File: config.mk
export PLATFORM = sky130hd
export DESIGN_NAME = history_list_with_cursor_top_flat
export DESIGN_NICKNAME = d
export VERILOG_FILES = /design/src/hw/rtl/hlc_pkg.sv /design/src/hw/rtl/hlc_if.sv /design/src/hw/rtl/history_list_with_cursor_top.sv /design/src/hw/rtl/hlc_ctrl.sv /design/src/hw/rtl/hlc_datapath.sv /design/src/flat_wrapper.sv
export SDC_FILE = /design/constraint.sdc
export NUM_CORES = 1
export LEC_CHECK = 0
export BUFFER_PORTS_ARGS = -buffer_cell sky130_fd_sc_hd__buf_2
export CORE_AREA = 3 3 413 415
export CTS_CLUSTER_SIZE = 8
export DETAILED_ROUTE_END_ITERATION = 8
export DIE_AREA = 0 0 416 418
export GPL_TIMING_DRIVEN = 0
export HOLD_SLACK_MARGIN = 0.08
export SLEW_MARGIN = 10
export SYNTH_ARGS = -nofsm -noshare
export SYNTH_HDL_FRONTEND = slang
export SYNTH_SLANG_ARGS = --single-unit
File: constraint.sdc
create_clock -name clk_i -period 14.9 [get_ports clk_i]
set_input_delay 2.98 -clock clk_i [delete_from_list [all_inputs] [get_ports clk_i]]
set_output_delay 2.98 -clock clk_i [all_outputs]
set_load 0.03 [all_outputs]
File: src/hw/rtl/hlc_pkg.sv
// Package of the history list: codes, controller states and command/status structs.
`default_nettype none

package hlc_pkg;

  localparam int CMD_W   = 3;
  localparam int VAL_W   = 64;
  localparam int IDX_W   = 8;
  localparam int STAT_W  = 3;
  localparam int POS_W   = 4;

  typedef enum logic [CMD_W-1:0] {
    CMD_APPEND = 3'd0,
    CMD_LIST   = 3'd1,
    CMD_FWD    = 3'd2,
    CMD_BACK   = 3'd3,
    CMD_DELETE = 3'd4
  } cmd_e;

  typedef enum logic [STAT_W-1:0] {
    ST_OK        = 3'd0,
    ST_EMPTY     = 3'd1,
    ST_AT_END    = 3'd2,
    ST_AT_START  = 3'd3,
    ST_BAD_INDEX = 3'd4,
    ST_FULL      = 3'd5
  } status_e;

  typedef enum logic [3:0] {
    S_IDLE,
    S_DECODE,
    S_MOVE_RD,
    S_MOVE_OUT,
    S_LIST_RD,
    S_LIST_OUT,
    S_DEL_RD,
    S_DEL_WR,
    S_DEL_FIN,
    S_DEL_OUT
  } state_e;

  typedef enum logic [1:0] {
    RD_PTR,
    RD_PTR1,
    RD_CUR
  } rd_sel_e;

  typedef enum logic [2:0] {
    POS_ZERO,
    POS_COUNT,
    POS_PTR,
    POS_CUR,
    POS_CUR_OR_ZERO
  } pos_sel_e;

  // controller -> datapath
  typedef struct packed {
    logic     in_ready;
    logic     ptr_load_idx;
    logic     ptr_clear;
    logic     ptr_inc;
    rd_sel_e  rd_sel;
    logic     wr_append;
    logic     wr_ptr;
    logic     cur_fwd;
    logic     cur_back;
    logic     del_fix;
    logic     emit;
    status_e  emit_status;
    pos_sel_e emit_pos;
    logic     emit_value;
    logic     emit_last_list;
  } hlc_cmd_t;

  // datapath -> controller
  typedef struct packed {
    logic [CMD_W-1:0] cmd;
    logic             cmd_taken;
    logic             empty;
    logic             full;
    logic             cur_valid;
    logic             cur_at_end;
    logic             cur_at_start;
    logic             idx_bad;
    logic             ptr_last;
    logic             out_free;
  } hlc_stat_t;

endpackage

`default_nettype wire

File: src/hw/rtl/hlc_if.sv
// Request and result channel interfaces of the history list.
`default_nettype none

interface hlc_in_if;
  logic                     valid;
  logic                     ready;
  logic [hlc_pkg::CMD_W-1:0] cmd;
  logic [hlc_pkg::VAL_W-1:0] entry_value;
  logic [hlc_pkg::IDX_W-1:0] index;

  modport source (output valid, cmd, entry_value, index, input ready);
  modport sink   (input valid, cmd, entry_value, index, output ready);
endinterface

interface hlc_out_if;
  logic                      valid;
  logic                      ready;
  logic [hlc_pkg::STAT_W-1:0] status;
  logic [hlc_pkg::VAL_W-1:0]  value;
  logic [hlc_pkg::POS_W-1:0]  position;
  logic                      last;

  modport source (output valid, status, value, position, last, input ready);
  modport sink   (input valid, status, value, position, last, output ready);
endinterface

`default_nettype wire

File: src/hw/rtl/history_list_with_cursor_top.sv
// Top level of the history list with cursor: controller and datapath.
//
//  channel | dir | payload                              | handshake
//  --------+-----+--------------------------------------+-------------
//  in_i    | in  | cmd, entry_value, index              | valid/ready
//  out_o   | out | status, value, position, last        | valid/ready
//
// One request is worked at a time; in_i.ready is high only while idle.
// The memory's read is registered, so each compaction write and each listed
// result waits on a read of its own; moves read the entry under the new cursor.
// Reset clears count, cursor, walk pointer and result valid; memory contents
// are undefined until written. A stalled result register holds the walk in place.
`default_nettype none

module history_list_with_cursor_top
  import hlc_pkg::*;
#(
  parameter int DEPTH       = 16,
  parameter int ENTRY_WIDTH = 64
) (
  input  wire logic clk_i,
  input  wire logic rst_ni,
  hlc_in_if.sink    in_i,
  hlc_out_if.source out_o
);

  hlc_cmd_t  cmd;
  hlc_stat_t stat;

  hlc_ctrl u_ctrl (
    .clk_i  (clk_i),
    .rst_ni (rst_ni),
    .stat_i (stat),
    .cmd_o  (cmd)
  );

  hlc_datapath #(
    .DEPTH       (DEPTH),
    .ENTRY_WIDTH (ENTRY_WIDTH)
  ) u_datapath (
    .clk_i  (clk_i),
    .rst_ni (rst_ni),
    .in_i   (in_i),
    .out_o  (out_o),
    .cmd_i  (cmd),
    .stat_o (stat)
  );

endmodule

`default_nettype wire

File: src/hw/rtl/hlc_ctrl.sv
// Controller state machine of the history list.
`default_nettype none

module hlc_ctrl
  import hlc_pkg::*;
(
  input  wire logic      clk_i,
  input  wire logic      rst_ni,
  input  hlc_stat_t      stat_i,
  output hlc_cmd_t       cmd_o
);

  state_e state_q, state_d;

  always_ff @(posedge clk_i or negedge rst_ni) begin
    if (!rst_ni) begin
      state_q <= S_IDLE;
    end else begin
      state_q <= state_d;
    end
  end

  always_comb begin
    state_d                = state_q;
    cmd_o                  = '0;
    cmd_o.rd_sel           = RD_PTR;
    cmd_o.emit_status      = ST_OK;
    cmd_o.emit_pos         = POS_ZERO;

    case (state_q)
      S_IDLE: begin
        cmd_o.in_ready = 1'b1;
        // datapath captures the request on valid & ready
        state_d = S_IDLE;
      end

      S_DECODE: begin
        if (stat_i.out_free) begin
          state_d = S_IDLE;
          case (stat_i.cmd)
            CMD_APPEND: begin
              cmd_o.emit = 1'b1;
              if (stat_i.full) begin
                cmd_o.emit_status = ST_FULL;
              end else begin
                cmd_o.wr_append = 1'b1;
                cmd_o.emit_pos  = POS_COUNT;
              end
            end
            CMD_LIST: begin
              if (stat_i.empty) begin
                cmd_o.emit        = 1'b1;
                cmd_o.emit_status = ST_EMPTY;
              end else begin
                cmd_o.ptr_clear = 1'b1;
                state_d         = S_LIST_RD;
              end
            end
            CMD_FWD: begin
              if (!stat_i.cur_valid) begin
                cmd_o.emit        = 1'b1;
                cmd_o.emit_status = ST_EMPTY;
              end else if (stat_i.cur_at_end) begin
                cmd_o.emit        = 1'b1;
                cmd_o.emit_status = ST_AT_END;
                cmd_o.emit_pos    = POS_CUR;
              end else begin
                cmd_o.cur_fwd = 1'b1;
                state_d       = S_MOVE_RD;
              end
            end
            CMD_BACK: begin
              if (!stat_i.cur_valid) begin
                cmd_o.emit        = 1'b1;
                cmd_o.emit_status = ST_EMPTY;
              end else if (stat_i.cur_at_start) begin
                cmd_o.emit        = 1'b1;
                cmd_o.emit_status = ST_AT_START;
                cmd_o.emit_pos    = POS_CUR;
              end else begin
                cmd_o.cur_back = 1'b1;
                state_d        = S_MOVE_RD;
              end
            end
            CMD_DELETE: begin
              if (stat_i.empty) begin
                cmd_o.emit        = 1'b1;
                cmd_o.emit_status = ST_EMPTY;
              end else if (stat_i.idx_bad) begin
                cmd_o.emit        = 1'b1;
                cmd_o.emit_status = ST_BAD_INDEX;
              end else begin
                cmd_o.ptr_load_idx = 1'b1;
                state_d            = S_DEL_RD;
              end
            end
            default: begin
              cmd_o.emit        = 1'b1;
              cmd_o.emit_status = ST_BAD_INDEX;
            end
          endcase
        end
      end

      S_MOVE_RD: begin
        cmd_o.rd_sel = RD_CUR;
        state_d      = S_MOVE_OUT;
      end

      S_MOVE_OUT: begin
        // keep the read on the cursor while the result register is stalled
        cmd_o.rd_sel = RD_CUR;
        if (stat_i.out_free) begin
          cmd_o.emit       = 1'b1;
          cmd_o.emit_pos   = POS_CUR;
          cmd_o.emit_value = 1'b1;
          state_d          = S_IDLE;
        end
      end

      S_LIST_RD: begin
        cmd_o.rd_sel = RD_PTR;
        state_d      = S_LIST_OUT;
      end

      S_LIST_OUT: begin
        if (stat_i.out_free) begin
          cmd_o.emit           = 1'b1;
          cmd_o.emit_pos       = POS_PTR;
          cmd_o.emit_value     = 1'b1;
          cmd_o.emit_last_list = 1'b1;
          if (stat_i.ptr_last) begin
            state_d = S_IDLE;
          end else begin
            cmd_o.ptr_inc = 1'b1;
            state_d       = S_LIST_RD;
          end
        end
      end

      S_DEL_RD: begin
        if (stat_i.ptr_last) begin
          state_d = S_DEL_FIN;
        end else begin
          cmd_o.rd_sel = RD_PTR1;
          state_d      = S_DEL_WR;
        end
      end

      S_DEL_WR: begin
        cmd_o.wr_ptr  = 1'b1;
        cmd_o.ptr_inc = 1'b1;
        state_d       = S_DEL_RD;
      end

      S_DEL_FIN: begin
        cmd_o.del_fix = 1'b1;
        state_d       = S_DEL_OUT;
      end

      S_DEL_OUT: begin
        if (stat_i.out_free) begin
          cmd_o.emit     = 1'b1;
          cmd_o.emit_pos = POS_CUR_OR_ZERO;
          state_d        = S_IDLE;
        end
      end

      default: begin
        state_d = S_IDLE;
      end
    endcase

    // leave idle once a request is taken
    if (state_q == S_IDLE && stat_i.cmd_taken) begin
      state_d = S_DECODE;
    end
  end

endmodule

`default_nettype wire

File: src/hw/rtl/hlc_datapath.sv
// Datapath of the history list: entry memory, count, cursor, walk pointer, result register.
`default_nettype none

module hlc_datapath
  import hlc_pkg::*;
#(
  parameter int DEPTH       = 16,
  parameter int ENTRY_WIDTH = 64
) (
  input  wire logic  clk_i,
  input  wire logic  rst_ni,
  hlc_in_if.sink     in_i,
  hlc_out_if.source  out_o,
  input  hlc_cmd_t   cmd_i,
  output hlc_stat_t  stat_o
);

  localparam int PW   = $clog2(DEPTH);
  localparam int CW   = $clog2(DEPTH + 1);
  localparam int CMPW = ((CW > IDX_W) ? CW : IDX_W) + 1;

  // captured request
  logic [CMD_W-1:0]       cmd_q;
  logic [ENTRY_WIDTH-1:0] word_q;
  logic [IDX_W-1:0]       idx_q;

  logic [CW-1:0] count_q, count_d;
  logic [PW-1:0] cur_q, cur_d;
  logic          cur_vld_q, cur_vld_d;
  logic [PW-1:0] ptr_q, ptr_d;

  logic                   out_vld_q, out_vld_d;
  logic [STAT_W-1:0]      out_status_q;
  logic [VAL_W-1:0]       out_value_q;
  logic [POS_W-1:0]       out_pos_q;
  logic                   out_last_q;

  logic [ENTRY_WIDTH-1:0] mem [DEPTH];
  logic [ENTRY_WIDTH-1:0] rd_data_q;
  logic [PW-1:0]          rd_addr;
  logic                   wr_en;
  logic [PW-1:0]          wr_addr;
  logic [ENTRY_WIDTH-1:0] wr_data;

  logic            accept;
  logic [PW-1:0]   ptr_nxt;
  logic [CMPW-1:0] ptr_x, cur_x, cnt_x, idx_x, one_x, cnt_new_x;
  logic            ptr_last;
  logic [PW-1:0]   pos_sel;

  assign accept  = in_i.valid && cmd_i.in_ready;
  assign in_i.ready = cmd_i.in_ready;

  assign ptr_nxt   = PW'(ptr_q + 1'b1);
  assign one_x     = CMPW'(1);
  assign ptr_x     = CMPW'(ptr_q);
  assign cur_x     = CMPW'(cur_q);
  assign cnt_x     = CMPW'(count_q);
  assign idx_x     = CMPW'(idx_q);
  assign cnt_new_x = cnt_x - one_x;
  assign ptr_last  = (ptr_x + one_x) >= cnt_x;

  always_comb begin
    stat_o              = '0;
    stat_o.cmd          = cmd_q;
    stat_o.cmd_taken    = accept;
    stat_o.empty        = (count_q == '0);
    stat_o.full         = (cnt_x == CMPW'(DEPTH));
    stat_o.cur_valid    = cur_vld_q;
    stat_o.cur_at_end   = (cur_x + one_x) >= cnt_x;
    stat_o.cur_at_start = (cur_q == '0);
    stat_o.idx_bad      = idx_x >= cnt_x;
    stat_o.ptr_last     = ptr_last;
    stat_o.out_free     = !out_vld_q || out_o.ready;
  end

  // request capture
  always_ff @(posedge clk_i) begin
    if (accept) begin
      cmd_q  <= in_i.cmd;
      word_q <= in_i.entry_value[ENTRY_WIDTH-1:0];
      idx_q  <= in_i.index;
    end
  end

  // memory: one write port, one registered read port
  always_comb begin
    case (cmd_i.rd_sel)
      RD_PTR:  rd_addr = ptr_q;
      RD_PTR1: rd_addr = ptr_nxt;
      RD_CUR:  rd_addr = cur_q;
      default: rd_addr = ptr_q;
    endcase
    wr_en   = cmd_i.wr_append || cmd_i.wr_ptr;
    wr_addr = cmd_i.wr_append ? count_q[PW-1:0] : ptr_q;
    wr_data = cmd_i.wr_append ? word_q : rd_data_q;
  end

  always_ff @(posedge clk_i) begin
    if (wr_en) begin
      mem[wr_addr] <= wr_data;
    end
    rd_data_q <= mem[rd_addr];
  end

  // count, cursor, walk pointer
  always_comb begin
    count_d   = count_q;
    cur_d     = cur_q;
    cur_vld_d = cur_vld_q;
    ptr_d     = ptr_q;

    if (cmd_i.ptr_clear)    ptr_d = '0;
    if (cmd_i.ptr_load_idx) ptr_d = idx_q[PW-1:0];
    if (cmd_i.ptr_inc)      ptr_d = ptr_nxt;

    if (cmd_i.wr_append) begin
      count_d = CW'(count_q + 1'b1);
      if (!cur_vld_q) begin
        cur_vld_d = 1'b1;
        cur_d     = '0;
      end
    end
    if (cmd_i.cur_fwd)  cur_d = PW'(cur_q + 1'b1);
    if (cmd_i.cur_back) cur_d = PW'(cur_q - 1'b1);

    if (cmd_i.del_fix) begin
      count_d = CW'(count_q - 1'b1);
      if (cur_vld_q) begin
        if (cur_x > idx_x) begin
          cur_d = PW'(cur_q - 1'b1);
        end else if (cur_x == idx_x) begin
          if (idx_x < cnt_new_x) begin
            cur_d = cur_q;          // next entry slid under the cursor
          end else if (idx_q != '0) begin
            cur_d = PW'(idx_q - 1'b1);
          end else begin
            cur_vld_d = 1'b0;
            cur_d     = '0;
          end
        end
      end
    end
  end

  always_ff @(posedge clk_i or negedge rst_ni) begin
    if (!rst_ni) begin
      count_q   <= '0;
      cur_q     <= '0;
      cur_vld_q <= 1'b0;
      ptr_q     <= '0;
    end else begin
      count_q   <= count_d;
      cur_q     <= cur_d;
      cur_vld_q <= cur_vld_d;
      ptr_q     <= ptr_d;
    end
  end

  // result register
  always_comb begin
    case (cmd_i.emit_pos)
      POS_ZERO:        pos_sel = '0;
      POS_COUNT:       pos_sel = count_q[PW-1:0];
      POS_PTR:         pos_sel = ptr_q;
      POS_CUR:         pos_sel = cur_q;
      POS_CUR_OR_ZERO: pos_sel = cur_vld_q ? cur_q : '0;
      default:         pos_sel = '0;
    endcase
    out_vld_d = out_vld_q;
    if (cmd_i.emit) begin
      out_vld_d = 1'b1;
    end else if (out_o.ready) begin
      out_vld_d = 1'b0;
    end
  end

  always_ff @(posedge clk_i or negedge rst_ni) begin
    if (!rst_ni) begin
      out_vld_q <= 1'b0;
    end else begin
      out_vld_q <= out_vld_d;
    end
  end

  always_ff @(posedge clk_i) begin
    if (cmd_i.emit) begin
      out_status_q <= cmd_i.emit_status;
      out_value_q  <= cmd_i.emit_value ? VAL_W'(rd_data_q) : '0;
      out_pos_q    <= POS_W'(pos_sel);
      out_last_q   <= cmd_i.emit_last_list ? ptr_last : 1'b1;
    end
  end

  assign out_o.valid    = out_vld_q;
  assign out_o.status   = out_status_q;
  assign out_o.value    = out_value_q;
  assign out_o.position = out_pos_q;
  assign out_o.last     = out_last_q;

endmodule

`default_nettype wire

File: src/flat_wrapper.sv
// flat-port wrapper written by rule: the top's interface ports become plain ports
module history_list_with_cursor_top_flat import hlc_pkg::*;
#(
  parameter int DEPTH       = 16,
  parameter int ENTRY_WIDTH = 64
)
  (clk_i, rst_ni, in_i_valid, in_i_cmd, in_i_entry_value, in_i_index, in_i_ready, out_o_valid, out_o_status, out_o_value, out_o_position, out_o_last, out_o_ready);
  hlc_in_if in_i_i ();
  hlc_out_if out_o_i ();
  input  wire logic clk_i;
  input  wire logic rst_ni;
  input wire logic [$bits(in_i_i.valid)-1:0] in_i_valid;
  input wire logic [$bits(in_i_i.cmd)-1:0] in_i_cmd;
  input wire logic [$bits(in_i_i.entry_value)-1:0] in_i_entry_value;
  input wire logic [$bits(in_i_i.index)-1:0] in_i_index;
  output wire logic [$bits(in_i_i.ready)-1:0] in_i_ready;
  output wire logic [$bits(out_o_i.valid)-1:0] out_o_valid;
  output wire logic [$bits(out_o_i.status)-1:0] out_o_status;
  output wire logic [$bits(out_o_i.value)-1:0] out_o_value;
  output wire logic [$bits(out_o_i.position)-1:0] out_o_position;
  output wire logic [$bits(out_o_i.last)-1:0] out_o_last;
  input wire logic [$bits(out_o_i.ready)-1:0] out_o_ready;
  assign in_i_i.valid = in_i_valid;
  assign in_i_i.cmd = in_i_cmd;
  assign in_i_i.entry_value = in_i_entry_value;
  assign in_i_i.index = in_i_index;
  assign in_i_ready = in_i_i.ready;
  assign out_o_valid = out_o_i.valid;
  assign out_o_status = out_o_i.status;
  assign out_o_value = out_o_i.value;
  assign out_o_position = out_o_i.position;
  assign out_o_last = out_o_i.last;
  assign out_o_i.ready = out_o_ready;
  history_list_with_cursor_top #(.DEPTH(DEPTH), .ENTRY_WIDTH(ENTRY_WIDTH)) u_core (.clk_i(clk_i), .rst_ni(rst_ni), .in_i(in_i_i), .out_o(out_o_i));
endmodule
==> results.md <==
* Status: finished clean
* Final slew viol count at 0
* Power Density at 217 nW/um^2
* Worst hold path class: flip-flop to flip-flop
* Proportion of layout cells with a drive suffix above 1 at 0.172
* Critical Path, Cell by Cell: buf_2, nand2b_1, nand3_4, nor3_4, buf_16, buf_2, a21oi_1, nor2_4, buf_12, buf_16, buf_16
* Total negative slack for setup checks at 0 ps
* Post-synthesis sequential element count at 1254
* Number of cells upsized or downsized after cts at 0
* Floorplan die area at 174000 um^2
* CP Capture Type: flip-flop
* ANT cells at 0
* Pre-antenna DRT Iters at 5
* Chip Width at roughly 420 um
* Data required time at the worst endpoint at around 15000 ps
* Top-area cell type share of the netlist area at 0.702
* Library cell used as clock root buffer: sky130_fd_sc_hd__clkbuf_16
* Share of the cycle needed by the critical path after routing at 0.420
* Initial antenna violation count at 3
* Static leakage power at roughly 0.021 uW
* Post-synthesis async set-or-reset flop share at 0.0152
* Number of buffers inserted to repair setup after CTS at 0
* Area after detailed placement at 54800 um^2
* Global-route wire length before repair at between 150000 and 200000 um
* Setup violators final at 0
* Slew at the pin closest to its max-slew limit at approximately 1200 ps
* Longest individual stage delay on the worst path at 730 ps
* Unrepaired setup endpoints after global routing: false
* Cell with the biggest individual delay on the critical path: sky130_fd_sc_hd__nor3_4
* Routed via count at 27900
* Cell taking the most area after synthesis: sky130_fd_sc_hd__edfxtp_1
* Final nets at approximately 3600
* Initial detailed-routing violation count at between 2000 and 2500
* Type of origin of the critical path: input port
* Worst Path Arrival at approximately 6700 ps
* Max-capacitance violation count at 0
* Final core utilization at 0.360
* Placer congestion estimate at between 0.8 and 0.9
* Syn Std Cell Area at roughly 50000 um^2
* Aggregate global-route resource usage at 0.149
* GR Overflow Total at 0
* Most numerous cell on the critical path: sky130_fd_sc_hd__buf_16
* Initial core utilization at 0.300
* Max Clk Rate at around 0.16 GHz
* Worst setup path category: input port to flip-flop
* Clock transition at the registers of the reported paths at 50 ps
* Commonest non-fill, non-tap cell in the layout: sky130_fd_sc_hd__edfxtp_1
* Number of distinct library cells after synthesis at a little under 80
* Detail Placement HPWL at 87000 um
* Pin count of the biggest net entering global routing at 44
* Gate count of the mapped netlist at 3110
* Synth Net Count at about 3200
* Number of synthesized flops with an enable pin at roughly 1200
* Final hold viol count at 0
* Number of global-route vias before repair at just under 30000
* Cts hold-fix bufs at 0
* Count of unresolved DRC violations after routing at 0
* Avg WL per Cell at between 20 and 25 um
* Highest-count cells in the layout ignoring fill and taps: 1171 x sky130_fd_sc_hd__edfxtp_1, 473 x sky130_fd_sc_hd__nand2_1, 263 x sky130_fd_sc_hd__o211ai_1
* Max Fanout on Critical Path at 21
* Commonest register cell after synthesis: sky130_fd_sc_hd__edfxtp_1
* Sequential share of the synthesized area at 0.737
* Maximum VDD drop at about 140 uV
* Port-buffer cells at 152
* Maximum clock skew at final layout at 33.6 ps
* Yosys warns at 0
* Final worst path period need at roughly 6300 ps
* Number of levels the H-tree was split into at 4
* Vias per cell at 4.78
* Clock latency at the later pin of the worst-skew pair at 800 ps
* Number of top-level pins at 153
* Sink Count at 1254
* Slew HR at 0.215
* Total clock buffers created by CTS at between 150 and 200
* Core region area at 167000 um^2
* Max clock buf depth at 3
* Synth area leaders: sky130_fd_sc_hd__edfxtp_1 70%, sky130_fd_sc_hd__mux2i_1 5.2%, sky130_fd_sc_hd__o211ai_1 3.9%, sky130_fd_sc_hd__nand2_1 3.5%, sky130_fd_sc_hd__mux2_1 3.0%
* FP Rows at 150
* Clock tree from TritonCTS: yes
* Post-route standard cell area excluding fillers at 60100 um^2
* Final WL at 130000 um
* Mean cell area of the mapped netlist at 16.1 um^2
* Height of the die at roughly 420 um
* Antenna-violating nets left at 0
* Synth-to-layout area growth at 20.0%
[state kept, by name, summed over array words and instances, names as in the netlist]
signal                            flops
u_core.u_ctrl.state_q                 4
u_core.u_datapath.ptr_q               4
u_core.u_datapath.cur_vld_q           1
u_core.u_datapath.out_o.last          1
u_core.u_datapath.word_q             64
u_core.u_datapath.mem              1024
u_core.u_datapath.rd_data_q          64
u_core.u_datapath.out_o.value        64
u_core.u_datapath.count_q             5
u_core.u_datapath.cmd_q               3
u_core.u_datapath.idx_q               8
u_core.u_datapath.cur_q               4
u_core.u_datapath.out_o.status        3
u_core.u_datapath.out_o.position      4
u_core.u_datapath.out_o.valid         1
[path summary, 6_finish.rpt]
| path | from | endpoint | slack, ps | cells after the start |
|---|---|---|---|---|
| min reg2reg | u_core.u_datapath.rd_data_q[58] | u_core.u_datapath.out_o.value[58] | 530 | 1 |
| min | u_core.u_datapath.rd_data_q[58] | u_core.u_datapath.out_o.value[58] | 530 | 1 |
| max in group asynchronous | rst_ni | u_core.u_datapath.count_q[4] | 12340 | 1 |
| max | out_o_ready | u_core.u_datapath.mem[8][29] | 8640 | 11 |
| min in group asynchronous | rst_ni | u_core.u_datapath.cur_q[3] | 2170 | 1 |
| max reg2reg | u_core.u_datapath.count_q[3] | u_core.u_datapath.rd_data_q[3] | 8920 | 15 |
[layout make-up]
cell class / instances / area, um^2
fill: 15700 / 107000
clock buffer: 308 / 4900
sequential: 1254 / 36900
multi-input combinational: 1659 / 12300
buffer: 174 / 911
timing repair buffer: 201 / 1850
clock inverter: 16 / 369
inverter: 23 / 86.3
tap: 2204 / 2760
[Yosys cell counts (19+ instances only)]
cell type and count:
sky130_fd_sc_hd__edfxtp_1 1171, sky130_fd_sc_hd__nand2_1 473, sky130_fd_sc_hd__o211ai_1 263, sky130_fd_sc_hd__mux2i_1 258, sky130_fd_sc_hd__mux2_1 134, sky130_fd_sc_hd__mux2_2 123
sky130_fd_sc_hd__clkbuf_1 100, sky130_fd_sc_hd__and2_1 73, sky130_fd_sc_hd__nand4_1 66, sky130_fd_sc_hd__dfxtp_1 64, sky130_fd_sc_hd__buf_2 40, sky130_fd_sc_hd__ha_1 37
sky130_fd_sc_hd__nor2_1 29, sky130_fd_sc_hd__buf_6 26, sky130_fd_sc_hd__inv_1 21, sky130_fd_sc_hd__dfrtp_1 19
[critical path, delay by kind of cell]
family / cells / cell delay (ps)
simple gates: 4 / 1970
buf+inv: 6 / 1360
compound gates: 1 / 360
[layer usage]
metal | vias to the layer above | GRT usage | share of wire
met2 | 727 | 0.260 | 0.50
met1 | 14200 | 0.184 | 0.42
met3 | 230 | 0.0237 | 0.043
li1 | 12700 | - | -
met5 | - | 0 | 0
met4 | 0 | 0.0600 | 0.036
[stage by stage]
stage | total power, uW | hold slack [ps] | cells | setup WS (ps)
after floorplan | 7760 | 506 | 3110 | 7590
after global placement | 9330 | 510 | 5466 | 2200
after detailed placement | 9400 | 519 | 5515 | 7810
after CTS | 13200 | 529 | 5839 | 8630
after global routing | 13700 | 553 | 5839 | 8580
final | 13000 | 529 | 5839 | 8640
[kinds of logic after synthesis]
logic type               count (synthesis)  share of synthesized area
adder cells (fa/ha/maj)                 38                    0.00965
multiplexers                           515                      0.109
buffers and inverters                  197                     0.0199
AND/OR/NAND/NOR                        730                     0.0671
XOR/XNOR                                17                    0.00312
flip-flops                            1254                      0.737
AO/OA/AOI/OAI                          359                     0.0534
[where the power goes]
part,internal (uW),switching (uW),total [uW]
sequential,4710,143,4860
clock,2250,1510,3750
combinational,1400,3030,4440
Note: power is estimated with default switching activity, not from simulation.
